<file path="src/arith_expression_tokenizer_defines.svh">
// Assertion macros used by the tokenizer top level.
`ifndef ARITH_EXPRESSION_TOKENIZER_DEFINES_SVH
`define ARITH_EXPRESSION_TOKENIZER_DEFINES_SVH

// Checked at every edge, reset included.
`define AET_ASSERT_ALWAYS(label, prop, msg) \
    label: assert property (@(posedge clk) prop) else $error(msg);

// Checked only while out of reset.
`define AET_ASSERT(label, prop, msg) \
    label: assert property (@(posedge clk) disable iff (!rst_n) prop) else $error(msg);

`endif

</file>
<file path="src/aet_pkg.sv">
`timescale 1ns / 1ps
package aet_pkg;

    typedef enum logic [3:0] {
        KIND_INT     = 4'd0,
        KIND_FLOAT   = 4'd1,
        KIND_ADD     = 4'd2,
        KIND_SUB     = 4'd3,
        KIND_MUL     = 4'd4,
        KIND_DIV     = 4'd5,
        KIND_MOD     = 4'd6,
        KIND_LPAREN  = 4'd7,
        KIND_RPAREN  = 4'd8,
        KIND_UNKNOWN = 4'd9,
        KIND_END     = 4'd10
    } token_kind_t;

    localparam logic [7:0] CH_NUL     = 8'h00;
    localparam logic [7:0] CH_TAB     = 8'h09;
    localparam logic [7:0] CH_NEWLINE = 8'h0A;
    localparam logic [7:0] CH_CR      = 8'h0D;
    localparam logic [7:0] CH_SPACE   = 8'h20;
    localparam logic [7:0] CH_PERCENT = 8'h25;
    localparam logic [7:0] CH_LPAREN  = 8'h28;
    localparam logic [7:0] CH_RPAREN  = 8'h29;
    localparam logic [7:0] CH_STAR    = 8'h2A;
    localparam logic [7:0] CH_PLUS    = 8'h2B;
    localparam logic [7:0] CH_MINUS   = 8'h2D;
    localparam logic [7:0] CH_DOT     = 8'h2E;
    localparam logic [7:0] CH_SLASH   = 8'h2F;
    localparam logic [7:0] CH_ZERO    = 8'h30;
    localparam logic [7:0] CH_NINE    = 8'h39;

    typedef struct packed {
        token_kind_t kind;
        logic [15:0] start;
        logic [15:0] length;
        logic [7:0]  ch;
        logic [15:0] line;
        logic [15:0] column;
        logic        last;
    } token_t;

    // Status of the output queue seen by the top level.
    typedef struct packed {
        logic       head_valid;
        logic       room;
        logic [1:0] count;
    } queue_status_t;

endpackage

</file>
<file path="src/aet_lexer.sv">
`timescale 1ns / 1ps
module aet_lexer
    import aet_pkg::*;
#(
    parameter int POSITION_BITS = 16
)
(
    input  logic       clk,
    input  logic       rst_n,
    input  logic       step,
    input  logic [7:0] source_byte,
    output token_t     tok0,
    output token_t     tok1,
    output logic [1:0] tok_count
);

    localparam int PB = POSITION_BITS;
    localparam int WW = POSITION_BITS + 16;

    typedef enum logic [2:0] {
        SCAN_IDLE = 3'b001,
        SCAN_INT  = 3'b010,
        SCAN_FRAC = 3'b100
    } scan_mode_t;

    scan_mode_t    mode_reg, mode_next;
    logic [PB-1:0] pos_reg, pos_next;
    logic [PB-1:0] line_reg, line_next;
    logic [PB-1:0] col_reg, col_next;
    logic [PB-1:0] nstart_reg, nstart_next;
    logic [PB-1:0] nline_reg, nline_next;
    logic [PB-1:0] ncol_reg, ncol_next;
    logic [7:0]    nchar_reg, nchar_next;

    logic [PB-1:0] step_pos, step_line, step_col, num_len;
    logic          num_open, is_digit, is_space, is_dot, cont, emit_num, has_second;
    token_t        num_tok, second_tok;
    token_kind_t   op_kind;

    function automatic logic [15:0] clamp16(input logic [PB-1:0] v);
        logic [WW-1:0] w;
        w = WW'(v);
        if (w > WW'(16'hFFFF))
            return 16'hFFFF;
        return w[15:0];
    endfunction

    function automatic logic [PB-1:0] sat_inc(input logic [PB-1:0] v);
        if (v == {PB{1'b1}})
            return v;
        return v + PB'(1);
    endfunction

    assign is_digit = (source_byte >= CH_ZERO) && (source_byte <= CH_NINE);
    assign is_space = (source_byte == CH_SPACE)
                   || ((source_byte >= CH_TAB) && (source_byte <= CH_CR));
    assign is_dot   = (source_byte == CH_DOT);

    always_comb
    begin
        unique case (mode_reg)
            SCAN_IDLE: num_open = 1'b0;
            SCAN_INT:  num_open = 1'b1;
            SCAN_FRAC: num_open = 1'b1;
            default:   num_open = 1'b1;
        endcase
    end

    assign cont       = num_open && (is_digit || (is_dot && mode_reg == SCAN_INT));
    assign emit_num   = num_open && !cont;
    assign has_second = !cont && !is_space && !is_digit;

    // Position counters after this byte
    assign step_pos  = sat_inc(pos_reg);
    assign step_line = (source_byte == CH_NEWLINE) ? sat_inc(line_reg) : line_reg;
    assign step_col  = (source_byte == CH_NEWLINE) ? PB'(1) : sat_inc(col_reg);

    assign num_len = (pos_reg >= nstart_reg) ? pos_reg - nstart_reg : '0;

    always_comb
    begin
        unique case (source_byte)
            CH_PLUS:    op_kind = KIND_ADD;
            CH_MINUS:   op_kind = KIND_SUB;
            CH_STAR:    op_kind = KIND_MUL;
            CH_SLASH:   op_kind = KIND_DIV;
            CH_PERCENT: op_kind = KIND_MOD;
            CH_LPAREN:  op_kind = KIND_LPAREN;
            CH_RPAREN:  op_kind = KIND_RPAREN;
            CH_NUL:     op_kind = KIND_END;
            default:    op_kind = KIND_UNKNOWN;
        endcase
    end

    always_comb
    begin
        num_tok.kind   = (mode_reg == SCAN_INT) ? KIND_INT : KIND_FLOAT;
        num_tok.start  = clamp16(nstart_reg);
        num_tok.length = clamp16(num_len);
        num_tok.ch     = nchar_reg;
        num_tok.line   = clamp16(nline_reg);
        num_tok.column = clamp16(ncol_reg);
        num_tok.last   = 1'b0;

        second_tok.kind   = op_kind;
        second_tok.start  = clamp16(pos_reg);
        second_tok.length = (source_byte == CH_NUL) ? 16'd0 : 16'd1;
        second_tok.ch     = source_byte;
        second_tok.line   = clamp16(line_reg);
        second_tok.column = clamp16(col_reg);
        second_tok.last   = 1'b1;

        tok_count = {1'b0, emit_num} + {1'b0, has_second};
        tok0      = emit_num ? num_tok : second_tok;
        tok0.last = (tok_count == 2'd1);
        tok1      = second_tok;
    end

    always_comb
    begin
        mode_next   = mode_reg;
        pos_next    = step_pos;
        line_next   = step_line;
        col_next    = step_col;
        nstart_next = nstart_reg;
        nline_next  = nline_reg;
        ncol_next   = ncol_reg;
        nchar_next  = nchar_reg;
        if (cont)
        begin
            if (is_dot)
                mode_next = SCAN_FRAC;
        end
        else if (source_byte == CH_NUL)
        begin
            // End of text: restart everything
            mode_next   = SCAN_IDLE;
            pos_next    = '0;
            line_next   = PB'(1);
            col_next    = PB'(1);
            nstart_next = '0;
            nline_next  = PB'(1);
            ncol_next   = PB'(1);
            nchar_next  = CH_NUL;
        end
        else if (is_digit)
        begin
            mode_next   = SCAN_INT;
            nstart_next = pos_reg;
            nline_next  = line_reg;
            ncol_next   = col_reg;
            nchar_next  = source_byte;
        end
        else
        begin
            mode_next = SCAN_IDLE;
        end
    end

    always_ff @(posedge clk or negedge rst_n)
    begin
        if (!rst_n)
        begin
            mode_reg   <= SCAN_IDLE;
            pos_reg    <= '0;
            line_reg   <= PB'(1);
            col_reg    <= PB'(1);
            nstart_reg <= '0;
            nline_reg  <= PB'(1);
            ncol_reg   <= PB'(1);
            nchar_reg  <= CH_NUL;
        end
        else if (step)
        begin
            mode_reg   <= mode_next;
            pos_reg    <= pos_next;
            line_reg   <= line_next;
            col_reg    <= col_next;
            nstart_reg <= nstart_next;
            nline_reg  <= nline_next;
            ncol_reg   <= ncol_next;
            nchar_reg  <= nchar_next;
        end
    end

endmodule

</file>
<file path="src/aet_token_queue.sv">
`timescale 1ns / 1ps
module aet_token_queue
    import aet_pkg::*;
(
    input  logic          clk,
    input  logic          rst_n,
    input  logic          push,
    input  logic [1:0]    push_count,
    input  token_t        push_tok0,
    input  token_t        push_tok1,
    input  logic          pop,
    output token_t        head,
    output queue_status_t status
);

    token_t     slot0_reg, slot1_reg;
    logic [1:0] count_reg, count_next, remain;

    assign remain      = count_reg - {1'b0, pop};
    assign count_next  = push ? remain + push_count : remain;

    assign head              = slot0_reg;
    assign status.head_valid = (count_reg != 2'd0);
    assign status.room       = (remain == 2'd0);
    assign status.count      = count_reg;

    always_ff @(posedge clk or negedge rst_n)
    begin
        if (!rst_n)
            count_reg <= 2'd0;
        else
            count_reg <= count_next;
    end

    // Words enter only into a queue that is empty after this cycle's pop; a full queue advances slot1 on pop.
    always_ff @(posedge clk)
    begin
        if (push && remain == 2'd0)
        begin
            slot0_reg <= push_tok0;
            slot1_reg <= push_tok1;
        end
        else if (pop && count_reg == 2'd2)
        begin
            slot0_reg <= slot1_reg;
        end
    end

endmodule

</file>
<file path="src/arith_expression_tokenizer.sv">
`timescale 1ns / 1ps
// Arithmetic expression tokenizer.
// Input channel: source_byte with source_valid / source_stall, one text byte per word.
// A byte of 0 closes the text: any open number comes out, then an end token,
// and position, line and column restart.
// Output channel: one token per word on the token_* ports with token_valid /
// token_stall; last marks the final token caused by an input byte.
// A taken byte goes into the input register, is then lexed into the
// two-entry queue, and the queue head is offered as the token.
// Throughput: one byte per cycle while the receiver does not stall. A byte
// that ends a number and also gives a token yields two words, and the input
// then stalls until the single output port has drained the queue.
// Whitespace and digits inside a number give no word.
// When the receiver stalls, the head token holds, the queue is not emptied,
// and the input register then raises source_stall until room opens.
// Reset clears the input register, the queue and the lexer state
// (position 0, line 1, column 1).
`include "arith_expression_tokenizer_defines.svh"
module arith_expression_tokenizer
    import aet_pkg::*;
#(
    parameter int POSITION_BITS = 16
)
(
    input  logic        clk,
    input  logic        rst_n,
    input  logic        source_valid,
    output logic        source_stall,
    input  logic [7:0]  source_byte,
    output logic        token_valid,
    input  logic        token_stall,
    output logic [3:0]  token_kind,
    output logic [15:0] token_start,
    output logic [15:0] token_length,
    output logic [7:0]  token_char,
    output logic [15:0] token_line,
    output logic [15:0] token_column,
    output logic        last
);

    logic          in_valid_reg;
    logic [7:0]    in_byte_reg;
    logic          lex_go, pop;
    token_t        tok0, tok1, head;
    logic [1:0]    tok_count;
    queue_status_t q_status;
    logic          end_out, end_ok, single_out, single_ok;

    assign lex_go       = in_valid_reg && q_status.room;
    assign source_stall = in_valid_reg && !q_status.room;
    assign pop          = token_valid && !token_stall;

    always_ff @(posedge clk or negedge rst_n)
    begin
        if (!rst_n)
            in_valid_reg <= 1'b0;
        else if (!source_stall)
            in_valid_reg <= source_valid;
    end

    always_ff @(posedge clk)
    begin
        if (!source_stall)
            in_byte_reg <= source_byte;
    end

    aet_lexer #(
        .POSITION_BITS(POSITION_BITS)
    ) u_lexer (
        .clk        (clk),
        .rst_n      (rst_n),
        .step       (lex_go),
        .source_byte(in_byte_reg),
        .tok0       (tok0),
        .tok1       (tok1),
        .tok_count  (tok_count)
    );

    aet_token_queue u_queue (
        .clk       (clk),
        .rst_n     (rst_n),
        .push      (lex_go),
        .push_count(tok_count),
        .push_tok0 (tok0),
        .push_tok1 (tok1),
        .pop       (pop),
        .head      (head),
        .status    (q_status)
    );

    assign token_valid  = q_status.head_valid;
    assign token_kind   = head.kind;
    assign token_start  = head.start;
    assign token_length = head.length;
    assign token_char   = head.ch;
    assign token_line   = head.line;
    assign token_column = head.column;
    assign last         = head.last;

    assign end_out    = token_valid && (token_kind == KIND_END);
    assign end_ok     = (token_length == 16'd0) && (token_char == CH_NUL) && last;
    assign single_out = token_valid && (token_kind != KIND_END) && (token_kind != KIND_INT)
                     && (token_kind != KIND_FLOAT);
    assign single_ok  = (token_length == 16'd1) && last;

    `AET_ASSERT_ALWAYS(a_queue_no_overflow, !rst_n || q_status.count != 2'd3, "queue overflow")
    `AET_ASSERT(a_lex_only_with_room, lex_go |-> (q_status.count == 2'd0 || pop), "busy queue")
    `AET_ASSERT(a_end_token_empty, end_out |-> end_ok, "bad end token")
    `AET_ASSERT(a_single_char_len, single_out |-> single_ok, "bad single character token")

endmodule

</file>
<file path="config.mk">
export PLATFORM = sky130hd
export DESIGN_NAME = arith_expression_tokenizer
export DESIGN_NICKNAME = d
export VERILOG_FILES = /design/src/aet_pkg.sv /design/src/aet_lexer.sv /design/src/aet_token_queue.sv /design/src/arith_expression_tokenizer.sv
export VERILOG_INCLUDE_DIRS = /design/src /design/src/src
export SDC_FILE = /design/constraint.sdc
export NUM_CORES = 1
export LEC_CHECK = 0
export BUFFER_PORTS_ARGS = -buffer_cell sky130_fd_sc_hd__buf_2
export CAP_MARGIN = 40
export CORE_MARGIN = 5
export CORE_UTILIZATION = 45
export CTS_CLUSTER_DIAMETER = 30
export DETAILED_ROUTE_END_ITERATION = 6
export GPL_TIMING_DRIVEN = 1
export PLACE_DENSITY_LB_ADDON = 0.25
export SKIP_CTS_REPAIR_TIMING = 1
export SYNTH_ARGS = -nofsm -noshare
export SYNTH_HDL_FRONTEND = slang
export SYNTH_SLANG_ARGS = --single-unit
</file>
<file path="constraint.sdc">
create_clock -name clk -period 8.85 [get_ports clk]
set_input_delay 0.885 -clock clk [delete_from_list [all_inputs] [get_ports clk]]
set_output_delay 0.885 -clock clk [all_outputs]
set_load 0.02 [all_outputs]
</file>
==> results of run 1 <==
worst max-delay path, cell delays in order, from the launching register on:
cell	delay (ps)
sky130_fd_sc_hd__edfxtp_1	500
sky130_fd_sc_hd__or4b_1	660
sky130_fd_sc_hd__nor3_4	290
sky130_fd_sc_hd__a21bo_4	480
sky130_fd_sc_hd__clkinv_1	620
sky130_fd_sc_hd__ha_1	510
sky130_fd_sc_hd__ha_1	190
sky130_fd_sc_hd__xnor2_1	140
sky130_fd_sc_hd__o21ai_0	110
power by group through the flow:
| stage | Clock, mW | Combinational, mW | Sequential (mW) |
|---|---|---|---|
| floorplan | 0 | 1.13 | 2.38 |
| global placement | 0 | 1.80 | 2.13 |
| detailed placement | 0 | 1.86 | 2.14 |
| CTS | 1.89 | 1.87 | 2.13 |
| global route | 1.96 | 2.04 | 2.17 |
| finish | 1.85 | 1.84 | 2.12 |
stage by stage:
step                      worst slack, ps  hold WS [ps]  total power [mW]  util (%)  cells
after floorplan                      1930         423.1             3.510         -   1076
after global placement               4800         458.3             3.926     48.00   1453
after detailed placement             4891         468.9             3.999     48.31   1457
after CTS                            5130         474.0             5.886     54.85   1549
after global routing                 4935         506.4             6.166     54.85   1549
final                                5154         451.4             5.809     54.85   1549
cells in the mapped netlist (all sizes together) (3+ instances only):
| master | count | share of area, % |
|---|---|---|
| buf | 23 | 1.7 |
| clkbuf | 34 | 1.1 |
| and3 | 10 | 0.53 |
| o211ai | 4 | 0.25 |
| o21ai | 100 | 4.2 |
| o31ai | 17 | 1.1 |
| a21o | 8 | 0.51 |
| dfrtp | 105 | 22 |
| and4 | 5 | 0.37 |
| mux2 | 5 | 0.48 |
| or2 | 3 | 0.16 |
| ha | 22 | 2.3 |
| a31oi | 25 | 1.3 |
| nand2b | 7 | 0.37 |
| edfxtp | 146 | 37 |
| xnor2 | 20 | 1.5 |
| nor4 | 4 | 0.21 |
| nor2 | 96 | 3.0 |
| nor2b | 10 | 0.53 |
| a41oi | 3 | 0.22 |
| nor3b | 5 | 0.32 |
| o22a | 3 | 0.22 |
| dfstp | 5 | 1.1 |
| xor2 | 25 | 1.9 |
| nor3 | 14 | 0.69 |
| mux2i | 41 | 3.5 |
| nand4 | 14 | 0.74 |
| o21a | 3 | 0.19 |
| inv | 32 | 1.0 |
| and2 | 5 | 0.26 |
| a21oi | 29 | 1.2 |
| or3 | 3 | 0.16 |
| nand3 | 27 | 1.1 |
| nand2 | 193 | 6.1 |
metal layers:
metal / vias to the layer above / GRT usage [%]
li1: 4043 / -
met1: 3971 / 23.78
met2: 179 / 27.95
met3: 47 / 3.498
met4: 0 / 5.161
met5: - / 0
cell type report:
class                   count  area share, %
clock buffers              59          9.674
clock inverters            33          2.256
inverters                  33         0.8867
multi-input cells         730          29.91
flip-flops and latches    256          50.12
well taps                 335          2.941
repair buffers            103          4.214
cell families (layout without fill, tap and decap cells):
kind of cell    after synthesis  count (layout)  share of synthesized area (%)
mux                          46              46                          3.947
buf+inv                      90             228                          3.777
compound gates              214             214                          10.96
fa+ha+maj                    23              23                          2.497
simple gates                402             402                          15.08
flops                       256             256                          60.41
xor+xnor                     45              45                          3.333
worst max path at each step:
| stage | endpoint | cells after the start |
|---|---|---|
| after floorplan | u_queue.head[0] | 1 |
| after global placement | u_lexer.nchar_reg[0] | 10 |
| after detailed placement | u_lexer.nchar_reg[1] | 11 |
| after CTS | u_lexer.nchar_reg[3] | 11 |
| after global routing | u_queue.count_reg[1] | 8 |
| final | u_queue.count_reg[1] | 8 |
==> metrics.log, run 1 <==
[metrics] result of the run: complete, no violations
[metrics] routed metal-1 wire length: 11.51 mm
[metrics] fraction of layout instances using a drive strength above 1: 17.63%
[metrics] Clk Latency, worst-skew pair: 530 ps
[metrics] Setup crit start: in_byte_reg[4]
[metrics] vias in the first global route: 8106
[metrics] critical path data required time: between 9000 and 10000 ps
[metrics] Filler Cell Count: 2219
[metrics] class of the most critical setup path: flip-flop to flip-flop
[metrics] capture point of the worst reg-to-reg path: u_queue.count_reg[1]
[metrics] post-synthesis sequential element count: 256
[metrics] TritonRoute pass-1 iters: 5
[metrics] die outline area: 29620 um2
[metrics] most used cells in the layout excluding fill and tap cells: sky130_fd_sc_hd__nand2_1 (193), sky130_fd_sc_hd__edfxtp_1 (146), sky130_fd_sc_hd__dfrtp_1 (105)
[metrics] Peak Freq: 0.2706 GHz
[metrics] Worst VDD drop: 286.0 uV
[metrics] fin crit period: 3696 ps
[metrics] transition at the pin with the smallest max-transition slack: 816.3 ps
[metrics] setup repair after global routing missed its margin: false
[metrics] part of the power in the clock network: 31.9%
[metrics] number of buffer cells added on primary ports: 90
[metrics] routed wl met2: 11.78 mm
[metrics] register share of total power: 36.5%
[metrics] critical path arrival: 4070 ps
[metrics] Seq/Total Area, Yosys: roughly 60%
[metrics] async set-reset flop share out of synthesis: 42.97%
[metrics] Avg Inst Size Synth: 10.99 um2
[metrics] Sw Share: 36.03%
[metrics] top layer used by detailed routing: met4
[metrics] Finish-stage setup viols: 0
[metrics] number of nets in the synthesized netlist: approximately 1100
[metrics] Largest register FFs: 77
[metrics] number of buffers added by the clock tree synthesis step: 49
[metrics] final period utilization: a little over two fifths
[metrics] critical path peak fanout: 29
[metrics] Yosys warning total: 0
[metrics] Detail Route met3 WL: 1.223 mm
[metrics] TritonCTS clock tree: built
[metrics] Cell Rows: 59
[metrics] Max Clock Skew: 12.96 ps
[metrics] I/O pin total: 91
[metrics] worst hold-check path type: primary input to async pin
[metrics] iteration-0 DRC count of the detailed router: 485
[metrics] Sequential cell area: 7143 um2
[metrics] Clock Path Buffers: 3
[metrics] Num Clock Sinks: 256
[metrics] worst r2r src: in_byte_reg[4]
[metrics] core region area: around 26000 um2
[metrics] final hold violation count: 0
[metrics] routability congestion estimate from global placement: 0.8544
[metrics] Leak Pwr: 5.907 nW
[metrics] average wire per standard cell: 16.19 um
[metrics] max cap viols: 0
[metrics] Post-Syn Area: roughly 12000 um2
[metrics] antenna violations before repair: 0
[metrics] Die Span X: approximately 170 um
[metrics] number of diodes added for antenna fixing: 0
[metrics] Final Max Slew Viols: 0
[metrics] P_sw: 2.093 mW
[metrics] Pwr Density: 407.6 nW/um2
[metrics] number of nets with antenna violations after routing: 0
[metrics] Internal Dissipation: 3.716 mW
[metrics] combined global-route utilization of all metal layers: 17.28%
[metrics] reg-to-reg setup timing slack: roughly 5000 ps
[metrics] effective utilization at floorplan: 45.51%
[metrics] multi-input gate area in the final layout: 4263 um2
[metrics] height of the die: 172.1 um
[metrics] sum of negative setup slack: 0 ps
[metrics] final routed wirelength across all metal layers: 25.07 mm
[metrics] H-tree levels: 2
[metrics] post-route design area: ~14000 um2
[metrics] EDFF count, synth: roughly 150
[metrics] number of cells traversed by the worst register-to-register path: 8
[metrics] area added between synthesis and finish: 20.53%
[metrics] total overflow reported by the global router: 0
[metrics] CP startpoint kind: flip-flop
[metrics] crit path capture type: flip-flop
[metrics] maximum number of pins on one net before global-route repair: between 70 and 80
[metrics] via/cell ratio: 5.320
[metrics] dominant synthesized flop cell: sky130_fd_sc_hd__edfxtp_1
[metrics] root buffer cell: sky130_fd_sc_hd__clkbuf_16
[metrics] net total in the final layout: 1208
[metrics] detailed-route via count: slightly above 8000
[metrics] most common cell after layout, fill and taps aside: sky130_fd_sc_hd__nand2_1
[metrics] proportion of power drawn by combinational gates: 31.6%
[metrics] first-pass GRT wire length: around 42 mm
[metrics] dpl cell area: 12550 um2
[metrics] worst slew margin relative to its limit: between 40% and 50%
[metrics] clock transition at the registers of the reported paths: around 50 ps
[metrics] Cells after Synth: 1076
[metrics] distinct cell type count of the synthesized netlist: 67
[metrics] total DRC errors in the routed layout: 0
[metrics] Detailed Place HPWL: approximately 16 mm
No activity file was read; power rests on OpenSTA's default activity.
==> run 2: changes to the inputs <==
Clock period 8.85 ns to 3.6 ns, I/O delays scaled along.
==> run 2 against run 1 <==
  * First-iteration DRC count grew 4.3%
  * Critical path depth is the same
  * Via count increased by 2.1%
  * Global-route usage grew 0.059 points
  * Non-clock buffer count increased by 16
==> metrics.log, run 2 (synthesis gave the netlist of run 1 again) <==
[metrics] cell family with most CP delay: buffers and inverters (was simple AND/OR/NAND/NOR gates)
[metrics] Num Clock Sinks: 256 (unchanged)
[metrics] dpl cell area: 12590 um2 (was 12550 um2)
[metrics] fin crit period: 3023 ps (was 3696 ps)
[metrics] crit path capture type: flip-flop (unchanged)
[metrics] post-route design area: 14600 um2 (was 14250 um2)
[metrics] routability congestion estimate from global placement: 0.8417 (was 0.8544)
[metrics] routed wl met2: 11.96 mm (was 11.78 mm)
[metrics] routed metal-1 wire length: 11.82 mm (was 11.51 mm)
[metrics] critical path arrival: 3250 ps (was 4070 ps)
[metrics] max cap viols: 0 (unchanged)
[metrics] CP startpoint kind: flip-flop (unchanged)
[metrics] final period utilization: 83.97% (was 41.76%)
[metrics] sum of negative setup slack: 0 ps (unchanged)
[metrics] I/O pin total: 91 (unchanged)
[metrics] total DRC errors in the routed layout: 0 (unchanged)
[metrics] total overflow reported by the global router: 0 (unchanged)
[metrics] first-pass GRT wire length: 41.98 mm (was 41.84 mm)
[metrics] worst hold-check path type: primary input to flip-flop (was primary input to async pin)
[metrics] root buffer cell: sky130_fd_sc_hd__clkbuf_16 (unchanged)
[metrics] via/cell ratio: 5.327 (was 5.320)
[metrics] average wire per standard cell: 16.20 um (was 16.19 um)
[metrics] buffers and inverters on the worst path: 2 (was 1)
[metrics] top layer used by detailed routing: met4 (unchanged)
[metrics] die outline area: 29620 um2 (unchanged)
[metrics] combined global-route utilization of all metal layers: 17.34% (was 17.28%)
[metrics] Detailed Place HPWL: 15.99 mm (was 15.85 mm)
[metrics] Filler Cell Count: 2165 (was 2219)
[metrics] number of cells on the critical path: 8 (unchanged)
[metrics] cell depth of the worst min-delay path: 2
[metrics] Largest register FFs: 77 (unchanged)
[metrics] height of the die: 172.1 um (unchanged)
[metrics] number of cells traversed by the worst register-to-register path: 8 (unchanged)
[metrics] number of buffer cells added on primary ports: 90 (unchanged)
[metrics] number of buffers added by the clock tree synthesis step: 56 (was 49)
[metrics] maximum number of pins on one net before global-route repair: 99 (was 74)
[metrics] most used cells in the layout excluding fill and tap cells: sky130_fd_sc_hd__nand2_1 (193), sky130_fd_sc_hd__edfxtp_1 (146), sky130_fd_sc_hd__dfrtp_1 (105) (unchanged)
[metrics] number of nets with antenna violations after routing: 0 (unchanged)
[metrics] Pwr Density: 1012 nW/um2 (was 407.6 nW/um2)
[metrics] effective utilization at floorplan: 45.51% (unchanged)
[metrics] crit-path cells: or2_2 > nor2b_1 > ha_1 > xnor2_1 > nand3_4 > buf_4 > o21ai_4 > buf_4 (was or4b_1 > nor3_4 > a21bo_4 > clkinv_1 > ha_1 > ha_1 > xnor2_1 > o21ai_0)
[metrics] Finish-stage setup viols: 0 (unchanged)
[metrics] H-tree levels: 2 (unchanged)
[metrics] setup slack at placement: 552.7 ps (was 4891 ps)
[metrics] vias in the first global route: 8196 (was 8106)
[metrics] worst slew margin relative to its limit: 43.33% (was 45.58%)
[metrics] TritonRoute pass-1 iters: 7 (was 5)
[metrics] Clk Latency, worst-skew pair: 560 ps (was 530 ps)
[metrics] antenna violations before repair: 0 (unchanged)
[metrics] final hold violation count: 0 (unchanged)
[metrics] Leak Pwr: 6.091 nW (was 5.907 nW)
[metrics] Final Max Slew Viols: 0 (unchanged)
[metrics] Detail Route met3 WL: 1.226 mm (was 1.223 mm)
[metrics] net total in the final layout: 1231 (was 1208)
[metrics] Worst path max stage delay: 420 ps (was 660 ps)
[metrics] Max Clock Skew: 17.82 ps (was 12.96 ps)
[metrics] final routed wirelength across all metal layers: 25.59 mm (was 25.07 mm)
[metrics] core region area: 25980 um2 (unchanged)
[metrics] Cells after DPL: 1464 (was 1457)
[metrics] clock transition at the registers of the reported paths: 50 ps (about the same)
[metrics] post-layout instance count excluding filler cells: 1579 (was 1549)
[metrics] cell occurring most often along the worst timing path: sky130_fd_sc_hd__buf_4 (was sky130_fd_sc_hd__ha_1)
[metrics] transition at the pin with the smallest max-transition slack: 850.0 ps (was 816.3 ps)
[metrics] crit path max-delay cell type: sky130_fd_sc_hd__buf_4 (was sky130_fd_sc_hd__or4b_1)
[metrics] number of diodes added for antenna fixing: 0 (unchanged)
[metrics] Die Span X: 172.1 um (unchanged)
[metrics] TritonCTS clock tree: built (unchanged)
[metrics] worst-case setup margin in the final layout: 577.0 ps (was 5154 ps)
[metrics] setup repair after global routing missed its margin: false (unchanged)
[metrics] class of the most critical setup path: flip-flop to flip-flop (unchanged)
[metrics] most common cell after layout, fill and taps aside: sky130_fd_sc_hd__nand2_1 (unchanged)
[metrics] Util after Layout: 56.18% (was 54.85%)
[metrics] iteration-0 DRC count of the detailed router: 506 (was 485)
[metrics] Worst VDD drop: 616.5 uV (was 286.0 uV)
[metrics] area added between synthesis and finish: 23.46% (was 20.53%)
[metrics] result of the run: complete, no violations (unchanged)
[metrics] Peak Freq: 0.3308 GHz (was 0.2706 GHz)
[metrics] Clock Path Buffers: 3 (unchanged)
[metrics] critical path peak fanout: 36 (was 29)
[metrics] critical path data required time: 3830 ps (was 9220 ps)
[metrics] Cell Rows: 59 (unchanged)
[metrics] detailed-route via count: 8412 (was 8240)
[metrics] fraction of layout instances using a drive strength above 1: 17.93% (was 17.63%)
==> run 2: cell count changes in the layout (fill, tap and decap cells not counted), sizes merged <==
| cell | delta |
|---|---|
| bufinv | +1 |
| inv | +1 |
| dlygate4sd3 | +9 |
| clkbuf | +18 |
| buf | +7 |
| clkinvlp | -7 |
| clkinv | +1 |
==> run 2: final timing paths <==
check | start | endpoint | slack [ps]
setup / recovery | u_queue.count_reg[1] | u_queue.head[67] | 580
hold reg to reg | u_lexer.nchar_reg[4] | u_lexer.nchar_reg[4] | 480
hold / removal | source_valid | in_valid_reg | 20
max in group asynchronous | rst_n | u_lexer.line_reg[0] | 2150
setup reg to reg | u_queue.count_reg[1] | u_queue.head[67] | 580
min in group asynchronous | rst_n | u_queue.count_reg[1] | 470
==> run 2: worst reg2reg max path: cells and delay by family, from the launching register on <==
kind | cells | cell delay (ps)
buffers and inverters | 2 | 770
AND/OR/NAND/NOR | 3 | 690
flip-flops | 1 | 390
AO/OA/AOI/OAI | 1 | 350
XOR/XNOR | 1 | 320
adder cells (fa/ha/maj) | 1 | 190
==> run 2: layout make-up <==
type	count	area (um2)	share of cell area (%)
clock inverters	29	335.3	2.297
inverters	33	126.4	0.8656
multi-input cells	730	4263	29.20
well taps	335	419.2	2.871
clock buffers	77	1582	10.83
flip-flops and latches	256	7143	48.93
repair buffers	119	730.7	5.005
==> run 2: metal layers <==
layer / track usage [%] / vias to the layer above
met3: 3.315 / 55
li1: - / 4086
met2: 28.05 / 203
met4: 5.537 / 0
met1: 23.84 / 4068
met5: 0 / -
==> run 2: stage by stage <==
stage               hold WS (ps)  power [mW]
floorplan                  64.41       8.529
global placement           460.6       9.752
detailed placement         469.6       9.827
CTS                       -59.03       14.96
global route               15.85       15.65
finish                     21.19       14.78
==> run 2: power by group <==
part | switching (mW) | leakage (nW) | internal [mW]
Sequential | 0.563 | 2.79 | 4.65
Clock | 1.60 | 0.927 | 3.43
Combinational | 3.05 | 2.37 | 1.48
==> run 3: changes to the inputs <==
Settings changed: ABC_AREA from default to 1.
Clock period 3.6 ns to 3.09 ns, I/O delays scaled along.
==> run 3 against run 2 <==
  * Non-clock buffer count grew 5
  * Global-route usage grew 2.0 points
  * Final area rose by 7.8%
  * Synthesized cell count increased by 38%
  * Highest routed layer unchanged
  * Critical endpoint is now u_queue.head[56]
  * Largest cell class unchanged
  * Sequential power grew 24%
==> metrics.log, run 3 <==
[metrics] cell taking the most area after synthesis: sky130_fd_sc_hd__edfxtp_1 (unchanged)
[metrics] Worst VDD drop: 732.1 uV (was 616.5 uV)
[metrics] I/O pin total: 91 (unchanged)
[metrics] final period utilization: 85.67% (was 83.97%)
[metrics] cell occurring most often along the worst timing path: sky130_fd_sc_hd__a21oi_1 (was sky130_fd_sc_hd__buf_4)
[metrics] first-pass GRT wire length: 50.94 mm (was 41.98 mm)
[metrics] total overflow reported by the global router: 0 (unchanged)
[metrics] antenna violations before repair: 0 (unchanged)
[metrics] sum of negative setup slack: 0 ps (unchanged)
[metrics] post-synthesis sequential element count: 256 (unchanged)
[metrics] dominant cells by area after synthesis: sky130_fd_sc_hd__edfxtp_1 (34%), sky130_fd_sc_hd__dfrtp_1 (20%), sky130_fd_sc_hd__nand2_1 (16%) (was sky130_fd_sc_hd__edfxtp_1 (37%), sky130_fd_sc_hd__dfrtp_1 (22%), sky130_fd_sc_hd__nand2_1 (6.1%))
[metrics] Clk Latency, worst-skew pair: 550 ps (was 560 ps)
[metrics] iteration-0 DRC count of the detailed router: 820 (was 506)
[metrics] crit-path cells: inv_1 > a21oi_1 > ha_1 > xnor2_2 > nand3_4 > nor2_4 > buf_12 > nand2_2 > a21oi_1 (was or2_2 > nor2b_1 > ha_1 > xnor2_1 > nand3_4 > buf_4 > o21ai_4 > buf_4)
[metrics] Post-Syn Area: 12830 um2 (was 11830 um2)
[metrics] Filler Cell Count: 2543 (was 2165)
[metrics] Max Clock Skew: 13.33 ps (was 17.82 ps)
[metrics] Final Max Slew Viols: 0 (unchanged)
[metrics] number of nets with antenna violations after routing: 0 (unchanged)
[metrics] number of buffer cells added on primary ports: 90 (unchanged)
[metrics] detailed-route via count: 10460 (was 8412)
[metrics] Sequential cell area: 7143 um2 (unchanged)
[metrics] critical path arrival: 3050 ps (was 3250 ps)
[metrics] result of the run: complete, no violations (unchanged)
[metrics] most common cell after layout, fill and taps aside: sky130_fd_sc_hd__nand2_1 (unchanged)
[metrics] most used cells in the layout excluding fill and tap cells: sky130_fd_sc_hd__nand2_1 (564), sky130_fd_sc_hd__edfxtp_1 (146), sky130_fd_sc_hd__nand3_1 (144) (was sky130_fd_sc_hd__nand2_1 (193), sky130_fd_sc_hd__edfxtp_1 (146), sky130_fd_sc_hd__dfrtp_1 (105))
[metrics] Clock Path Buffers: 3 (unchanged)
[metrics] average wire per standard cell: 15.14 um (was 16.20 um)
[metrics] Num Clock Sinks: 256 (unchanged)
[metrics] crit path max-delay cell type: sky130_fd_sc_hd__dfrtp_1 (was sky130_fd_sc_hd__buf_4)
[metrics] net total in the final layout: 1641 (was 1231)
[metrics] Final Hold Slack: 259.4 ps (was 21.19 ps)
[metrics] Leak Pwr: 7.272 nW (was 6.091 nW)
[metrics] area added between synthesis and finish: 22.65% (was 23.46%)
[metrics] Avg Inst Size Synth: 8.636 um2 (was 10.99 um2)
[metrics] Cell Rows: 61 (was 59)
[metrics] height of the die: 178.9 um (was 172.1 um)
[metrics] routability congestion estimate from global placement: 0.8638 (was 0.8417)
[metrics] most frequent cells after synthesis: sky130_fd_sc_hd__nand2_1 (564), sky130_fd_sc_hd__edfxtp_1 (146), sky130_fd_sc_hd__nand3_1 (144) (was sky130_fd_sc_hd__nand2_1 (193), sky130_fd_sc_hd__edfxtp_1 (146), sky130_fd_sc_hd__dfrtp_1 (105))
[metrics] crit path capture type: flip-flop (unchanged)
[metrics] max cap viols: 0 (unchanged)
[metrics] setup repair after global routing missed its margin: false (unchanged)
[metrics] most repeated cell in the gate-level netlist after synthesis: sky130_fd_sc_hd__nand2_1 (unchanged)
[metrics] root buffer cell: sky130_fd_sc_hd__clkbuf_16 (unchanged)
[metrics] Cells after Synth: 1486 (was 1076)
[metrics] Largest register FFs: 77 (unchanged)
[metrics] fraction of layout instances using a drive strength above 1: 14.75% (was 17.93%)
[metrics] total DRC errors in the routed layout: 0 (unchanged)
[metrics] final hold violation count: 0 (unchanged)
[metrics] final routed wirelength across all metal layers: 30.76 mm (was 25.59 mm)
[metrics] die outline area: 32000 um2 (was 29620 um2)
[metrics] maximum number of pins on one net before global-route repair: 78 (was 99)
[metrics] via/cell ratio: 5.149 (was 5.327)
[metrics] number of diodes added for antenna fixing: 0 (unchanged)
[metrics] proportion of netlist area held by the largest area contributor: 34.16% (was 37.08%)
[metrics] core region area: 27930 um2 (was 25980 um2)
[metrics] H-tree levels: 2 (unchanged)
[metrics] worst slew margin relative to its limit: 52.10% (was 43.33%)
[metrics] vias in the first global route: 10100 (was 8196)
[metrics] number of buffers added by the clock tree synthesis step: 57 (was 56)
[metrics] Pwr Density: 1261 nW/um2 (was 1012 nW/um2)
[metrics] Peak Freq: 0.3778 GHz (was 0.3308 GHz)
[metrics] CP startpoint kind: flip-flop (unchanged)
[metrics] Util after Layout: 56.35% (was 56.18%)
[metrics] worst hold-check path type: primary input to async pin (was primary input to flip-flop)
[metrics] Finish-stage setup viols: 0 (unchanged)
[metrics] Die Span X: 178.9 um (was 172.1 um)
[metrics] critical path peak fanout: 43 (was 36)
[metrics] dominant synthesized flop cell: sky130_fd_sc_hd__edfxtp_1 (unchanged)
[metrics] distinct cell type count of the synthesized netlist: 40 (was 67)
[metrics] TritonCTS clock tree: built (unchanged)
[metrics] Yosys warning total: 0 (unchanged)
[metrics] async set-reset flop share out of synthesis: 42.97% (unchanged)
[metrics] Worst path max stage delay: 400 ps (was 420 ps)
[metrics] buffers and inverters on the worst path: 2 (unchanged)
[metrics] EDFF count, synth: 146 (unchanged)
[metrics] Detailed Place HPWL: 19.31 mm (was 15.99 mm)
[metrics] TritonRoute pass-1 iters: 5 (was 7)
[metrics] clock transition at the registers of the reported paths: 50 ps (about the same)
[metrics] critical path data required time: 3490 ps (was 3830 ps)
[metrics] number of nets in the synthesized netlist: 1521 (was 1111)
[metrics] Seq/Total Area, Yosys: 55.66% (was 60.41%)
[metrics] fin crit period: 2647 ps (was 3023 ps)
[metrics] combined global-route utilization of all metal layers: 19.38% (was 17.34%)
[metrics] class of the most critical setup path: flip-flop to flip-flop (unchanged)
[metrics] transition at the pin with the smallest max-transition slack: 718.6 ps (was 850.0 ps)
[metrics] multi-input gate area in the final layout: 4841 um2 (was 4263 um2)
[metrics] effective utilization at floorplan: 45.94% (was 45.51%)
[metrics] cell family with most CP delay: simple AND/OR/NAND/NOR gates (was buffers and inverters)
run 3: cell types whose count changed in the layout (fill, tap and decap cells not counted), sizes merged, moves of 8 or more:
cell,delta
xnor2,-13
nand3,+121
xor2,-11
and3,-8
inv,+108
nand4,+68
o21ai,-72
nor2b,-10
clkbuf,-8
nand2,+379
a31oi,-25
mux2i,-41
o31ai,-15
run 3: report_power, final:
part	switching [mW]	internal [mW]	total (mW)
sequential	0.853	5.61	6.46
combinational	5.06	2.22	7.28
clock	1.97	4.14	6.11
total	7.88	12.0	19.8
run 3: worst paths after layout:
kind / startpoint / end / slack (ps) / cells after the start
max: u_queue.count_reg[1] / u_queue.head[56] / 440 / 9
min: rst_n / u_queue.count_reg[0] / 260 / 2
max reg2reg: u_queue.count_reg[1] / u_queue.head[56] / 440 / 9
min reg2reg: u_lexer.ncol_reg[0] / u_lexer.ncol_reg[0] / 460 / 2
max in group asynchronous: rst_n / u_lexer.nline_reg[0] / 2080 / 3
min in group clk: token_stall / u_queue.head[0] / 370 / 3
run 3: metal layers:
metal  global-route usage (%)  share of wire, %  vias to the layer above
li1                         -                 -                     5165
met1                    26.65                46                     4973
met2                    31.69                47                      277
met3                    3.648               5.7                       47
met4                    5.213               1.8                        0
met5                        0                 0                        -
run 3: area by class of cell:
class	instances	share of cell area (%)
tap	378	3.005
clock inverter	38	2.822
clock buffer	69	9.746
timing repair buffer	124	5.056
inverter	135	3.235
sequential	256	45.38
multi-input combinational	1032	30.76
run 3: worst reg2reg max path: stages, from the launching register on:
cell and delay (ps):
sky130_fd_sc_hd__dfrtp_1 400, sky130_fd_sc_hd__inv_1 140, sky130_fd_sc_hd__a21oi_1 90, sky130_fd_sc_hd__ha_1 210, sky130_fd_sc_hd__xnor2_2 230, sky130_fd_sc_hd__nand3_4 330
sky130_fd_sc_hd__nor2_4 370, sky130_fd_sc_hd__buf_12 290, sky130_fd_sc_hd__nand2_2 250, sky130_fd_sc_hd__a21oi_1 180
run 3: stage by stage:
stage          power, mW  std cells  setup WS, ps  cell area, um2
3_3_place_gp       13.67       1915         487.0           13660
2_1_floorplan      11.61       1486         188.5           12850
6_report           19.85       2032         442.9           15740
3_5_place_dp       13.80       1915         444.0           13660
4_1_cts            20.00       2022         417.1           15640
5_1_grt            21.18       2032         179.4           15740
run 3: cell families (layout without fill, tap and decap cells):
group	Yosys count	after routing	synth area share, %
AOI/OAI and AO/OA	61	61	2.515
DFF	256	256	55.66
xor gates and xnor gates	21	21	1.492
and+or+nand+nor	927	927	31.31
buffers and inverters	198	366	6.727
adders and majority gates	23	23	2.301
